**src/hdl/sld_pkg.sv**
```systemverilog
// Spin-loop detector package: shared types and constants.
// No dependencies.
`timescale 1ns / 1ps
package sld_pkg;
  localparam logic [1:0] KIND_DISPATCH = 2'd0;
  localparam logic [1:0] KIND_SCAN_REQ = 2'd1;
  localparam logic [1:0] KIND_SCAN_DONE = 2'd2;
  localparam logic [1:0] KIND_REJECT = 2'd3;

  localparam logic [1:0] CLASS_NONE = 2'd0;
  localparam logic [1:0] CLASS_TIMING = 2'd1;
  localparam logic [1:0] CLASS_AUDIO = 2'd2;
  localparam logic [1:0] CLASS_OTHER = 2'd3;

  localparam logic [7:0] BYTE_TIMING_OP = 8'h42;
  localparam logic [7:0] BYTE_TIMING_LO = 8'h10;
  localparam logic [7:0] BYTE_TIMING_HI = 8'h12;
  localparam logic [7:0] BYTE_AUDIO_OP = 8'h21;
  localparam logic [7:0] BYTE_AUDIO_LO = 8'h40;
  localparam logic [7:0] BYTE_AUDIO_HI = 8'h43;
  localparam logic [15:0] REG_PC_LO = 16'h2000;
  localparam logic [15:0] REG_PC_HI = 16'h8000;
  localparam logic [7:0] BANK_LOW_END = 8'h40;
  localparam logic [7:0] BANK_MIRROR_LO = 8'h80;
  localparam logic [7:0] BANK_MIRROR_HI = 8'hc0;
  localparam logic [16:0] WINDOW_SPAN = 17'd40;
  localparam logic [3:0] HITS_MAX = 4'd15;
  localparam logic [3:0] CONFIRM_RESET = 4'd3;
  localparam logic [1:0] REG_CONFIRM_HITS = 2'd0;

  typedef struct packed {
    logic        command;
    logic [23:0] address;
    logic [7:0]  dots;
    logic        counting_on;
    logic [7:0]  code_byte;
  } in_item_t;

  typedef struct packed {
    logic [1:0]  kind;
    logic [1:0]  loop_class;
    logic [23:0] scan_start;
    logic [5:0]  scan_length;
    logic [63:0] timing_poll_dots;
    logic [63:0] audio_poll_dots;
    logic [63:0] other_loop_dots;
  } out_item_t;

  // controller -> datapath
  typedef struct packed {
    logic load;      // capture input beat
    logic hist;      // history compare + push + period update
    logic credit;    // add dots for a confirmed loop of known class
    logic scan_step; // one history entry into min/max
    logic decide;    // class decision after cache read
    logic byte_in;   // code byte handling
    logic reject;
    logic emit;
  } dp_cmd_t;

  // datapath -> controller
  typedef struct packed {
    logic is_byte;
    logic confirmed;  // confirmed and class unknown -> needs lookup
    logic scan_last;
    logic scan_busy;
  } dp_sts_t;
endpackage

```
**src/hdl/sld_ctrl.sv**
```systemverilog
// Controller state machine: sequences capture, history update, window scan,
// cache lookup and result beat. Depends on sld_pkg.
`timescale 1ns / 1ps
module sld_ctrl import sld_pkg::*; (
  input  logic    clk,
  input  logic    rst,
  input  logic    in_valid,
  output logic    in_ready,
  output logic    out_valid,
  input  logic    out_ready,
  input  dp_sts_t sts,
  output dp_cmd_t cmd
);
  localparam logic [2:0] S_IDLE = 3'd0;
  localparam logic [2:0] S_EXEC = 3'd1;
  localparam logic [2:0] S_CHECK = 3'd2;
  localparam logic [2:0] S_SCAN = 3'd3;
  localparam logic [2:0] S_LOOK = 3'd4;
  localparam logic [2:0] S_DEC = 3'd5;
  localparam logic [2:0] S_EMIT = 3'd6;

  logic [2:0] state, state_next;
  logic out_full;
  logic mode; // 1 = reject

  assign in_ready = (state == S_IDLE) && (!out_full || out_ready);
  assign out_valid = out_full;

  always_comb begin
    cmd = '0;
    state_next = state;
    case (state)
      S_IDLE: begin
        if (in_valid && in_ready) begin
          cmd.load = 1'b1; state_next = S_EXEC;
        end
      end
      S_EXEC: begin
        if (sts.is_byte != sts.scan_busy) state_next = S_EMIT;
        else if (sts.is_byte) begin
          cmd.byte_in = 1'b1; state_next = S_EMIT;
        end else begin
          cmd.hist = 1'b1; state_next = S_CHECK;
        end
      end
      S_CHECK: begin
        if (sts.confirmed) state_next = S_SCAN;
        else begin
          cmd.credit = 1'b1; state_next = S_EMIT;
        end
      end
      S_SCAN: begin
        cmd.scan_step = 1'b1;
        if (sts.scan_last) state_next = S_LOOK;
      end
      S_LOOK: state_next = S_DEC;
      S_DEC: begin
        cmd.decide = 1'b1; state_next = S_EMIT;
      end
      S_EMIT: begin
        if (!out_full || out_ready) begin
          cmd.emit = 1'b1; cmd.reject = mode; state_next = S_IDLE;
        end
      end
      default: state_next = S_IDLE;
    endcase
  end

  always_ff @(posedge clk) begin
    if (rst) begin
      state <= S_IDLE; out_full <= 1'b0; mode <= 1'b0;
    end else begin
      state <= state_next;
      if (state == S_EXEC) mode <= sts.is_byte != sts.scan_busy;
      if (cmd.emit) out_full <= 1'b1;
      else if (out_ready) out_full <= 1'b0;
    end
  end
endmodule

```
**config.mk**
```make
export PLATFORM = sky130hd
export DESIGN_NAME = sld_ctrl
export DESIGN_NICKNAME = d
export VERILOG_FILES = /design/src/hdl/sld_pkg.sv /design/src/hdl/sld_ctrl.sv
export SDC_FILE = /design/constraint.sdc
export NUM_CORES = 1
export LEC_CHECK = 0
export BUFFER_PORTS_ARGS = -buffer_cell sky130_fd_sc_hd__buf_2
export CAP_MARGIN = 25
export CORE_AREA = 2 2 39 41
export CTS_CLUSTER_SIZE = 28
export DETAILED_ROUTE_END_ITERATION = 10
export DIE_AREA = 0 0 41 43
export HOLD_SLACK_MARGIN = 0.02
export SYNTH_ARGS = -nofsm -noshare
export SYNTH_HDL_FRONTEND = slang
export SYNTH_SLANG_ARGS = --single-unit
```
**constraint.sdc**
```tcl
create_clock -name clk -period 2.62 [get_ports clk]
set_input_delay 0.262 -clock clk [delete_from_list [all_inputs] [get_ports clk]]
set_output_delay 0.262 -clock clk [all_outputs]
set_load 0.02 [all_outputs]
```
==> flow_metrics.tcl <==
set metrics [dict create \
    cpPeakStageDelay_ns 0.49 \
    diodes 0 \
    cts_resized 0 \
    netlist_instances 44 \
    grt_pass1_vias 337 \
    path_cells "nor3b_2, and2_1, buf_2" \
    final_util_pct 35.1 \
    drc 0 \
    finalSetupViolations 0 \
    min_from "rst" \
    portBuffers 17 \
    synth-edff-count 0 \
    wl_um 829 \
    num_vias 362 \
    area_delta_synth_final_pct 32.9 \
    synthFlopType "dfxtp_1" \
    ys_seq_elements 5 \
    die_h_um 43 \
    hold_end "mode" \
    critical_path_required_ns 2.36 \
    dieArea_um2 1760 \
    drtAntennaViolNets 0 \
    yosys_warnings 0 \
    critPathMaxFanout 9 \
    gp_congestion 0.712 \
    final.period_utilization_pct 61.4 \
    dp_hpwl_um 683 \
    overflow 0 \
    yosysSeqAreaShare_pct 27.4 \
    power_density_nw_per_um2 711 \
    layout_min_cycle_time_ns 1.61 \
    syn_avg_cell_area_um2 8.30 \
    via_per_inst 4.53 \
    worst_r2r_startpoint "state[0]" \
    pin_count 18 \
    hold_depth 2 \
    track_usage_pct 11.5 \
    fill_cells 167 \
    r2r-end "mode" \
    cp-start-kind "register" \
    rr_worst_depth 3 \
    die_x_um 41 \
    clkTransAtPathRegs_ns 0.04 \
    finalSetupTns_ns 0 \
    h-tree-depth 1 \
    worst_pin_slew_ns 0.310 \
    vdd_drop_max_uv 216 \
    drt_iter0_drc 6 \
    async_reset_ff_share_pct 0 \
    slowest_stage "dfxtp_1" \
    grt_pass1_wl_um 1350 \
    numCtsBuffers 3 \
    place_inst 76 \
    drive_gt1_share_pct 42.2 \
    max_cap_viol_count 0 \
    rsz0062_at_grt "false" \
    max_freq_mhz 621 \
    syn_nets 54 \
    hold_violations 0 \
    worstSkewPairLatency_ns 0.24 \
    antenna_found_initial 0 \
    cp.arrival_ns 1.35 \
    grt_max_degree 10 \
    final_cells 80 \
    firstDrtPassIters 4 \
    synth_cell_types 25 \
    root_buffer "clkbuf_4" \
    tritoncts "done" \
    avgRoutedWirePerCell_um 10.4 \
    clock-sinks 5 \
    post-cts-setup-buffers 0 \
    core_area_um2 1380 \
    cp-end-kind "output pin" \
    clock_skew_ns 0.000810 \
    final_nets 75 \
    hold_buffers 0 \
    finalMaxSlewViolations 0 \
    start_util_pct 26.4 \
    timing_worst_setup_path_type "reg -> out" \
    synth_area_um2 365 \
    num_rows 14 \
    hold_class "in -> reg" \
    status "complete, no violations" \
    cts.path.max_buffers 2 \
    slew_headroom_pct 79.3 \
    r2r_slack_ns 1.45 \
    p_leak_nw 0.245 \
]
## flip-flops by register name, summed over array words and instances, names as in the netlist
signal,cells
state,3
mode,1
out_valid,1
## layer usage
metal  up-vias  share of wire (%)  global-route usage, %
met5         -                  0                      0
met4         0                1.3                   10.0
met3         2                5.8                   3.14
met2         9                 49                   15.3
met1       158                 44                   14.5
li1        193                  -                      -
## synthesized netlist by cell type, types with 2 or more instances
cell	count	share of area, %
nor2_1	6	6.2
nand2_1	2	2.1
dfxtp_1	5	27
ha_1	2	6.8
inv_1	4	4.1
a21oi_1	3	4.1
and2_1	3	5.1
nor3_1	2	2.7
## worst max path at each step
| stage | from | endpoint | slack [ns] | depth (start not counted) |
|---|---|---|---|---|
| final | state[0] | cmd[2] | 1.01 | 3 |
| after floorplan | out_valid | cmd[1] | 1.16 | 3 |
| after global placement | state[0] | cmd[6] | 1.30 | 3 |
| after CTS | state[0] | cmd[2] | 0.99 | 3 |
| after detailed placement | state[0] | cmd[2] | 1.27 | 3 |
| after global routing | state[1] | cmd[1] | 0.92 | 4 |
## placed cells by master (no fill, tap or decap), types with 2 or more instances in the layout
master    Yosys  final
buf_2         0     17
nor2_1        6      6
dfxtp_1       5      5
inv_1         4      4
and2_1        3      3
a21oi_1       3      3
clkbuf_4      0      3
nand2_1       2      2
nor3_1        2      2
ha_1          2      2
## worst max-delay path, delay by kind of cell, from the launching register on
| kind | cells | cell delay, ns |
|---|---|---|
| DFF | 1 | 0.49 |
| buffers and inverters | 1 | 0.16 |
| and+or+nand+nor | 2 | 0.46 |
## final cells by class
class	count	area, um2	area share [%]
clock buffers	4	26.3	5.41
flip-flops and latches	5	100	20.6
inverters	5	18.8	3.87
well taps	16	20.0	4.12
repair buffers	17	85.1	17.5
multi-input cells	33	235	48.5
## power by group
| group | leakage (nW) | internal (mW) | switching [mW] |
|---|---|---|---|
| clock | 0.0150 | 0.0574 | 0.0297 |
| combinational | 0.189 | 0.0610 | 0.0774 |
| sequential | 0.0411 | 0.0913 | 0.0283 |
## metrics by stage
step,total power [mW],worst slack (ns),hold WS [ns],area [um2]
floorplan,0.225,1.16,0.333,365
global placement,0.257,1.30,0.478,459
detailed placement,0.260,1.27,0.494,459
CTS,0.351,0.990,0.251,485
global route,0.371,0.922,0.264,485
finish,0.345,1.01,0.251,485
## cells by family (layout without fill, tap and decap cells)
kind of cell               Yosys count  in the layout  share of synthesized area [%]
and+or+nand+nor                     22             22                           39.7
AOI/OAI and AO/OA                    8              8                           15.1
buffers and inverters                6             26                           8.22
DFF                                  5              5                           27.4
adders and majority gates            2              2                           6.85
muxes                                1              1                           2.74
No activity file was read; power rests on OpenSTA's default activity.
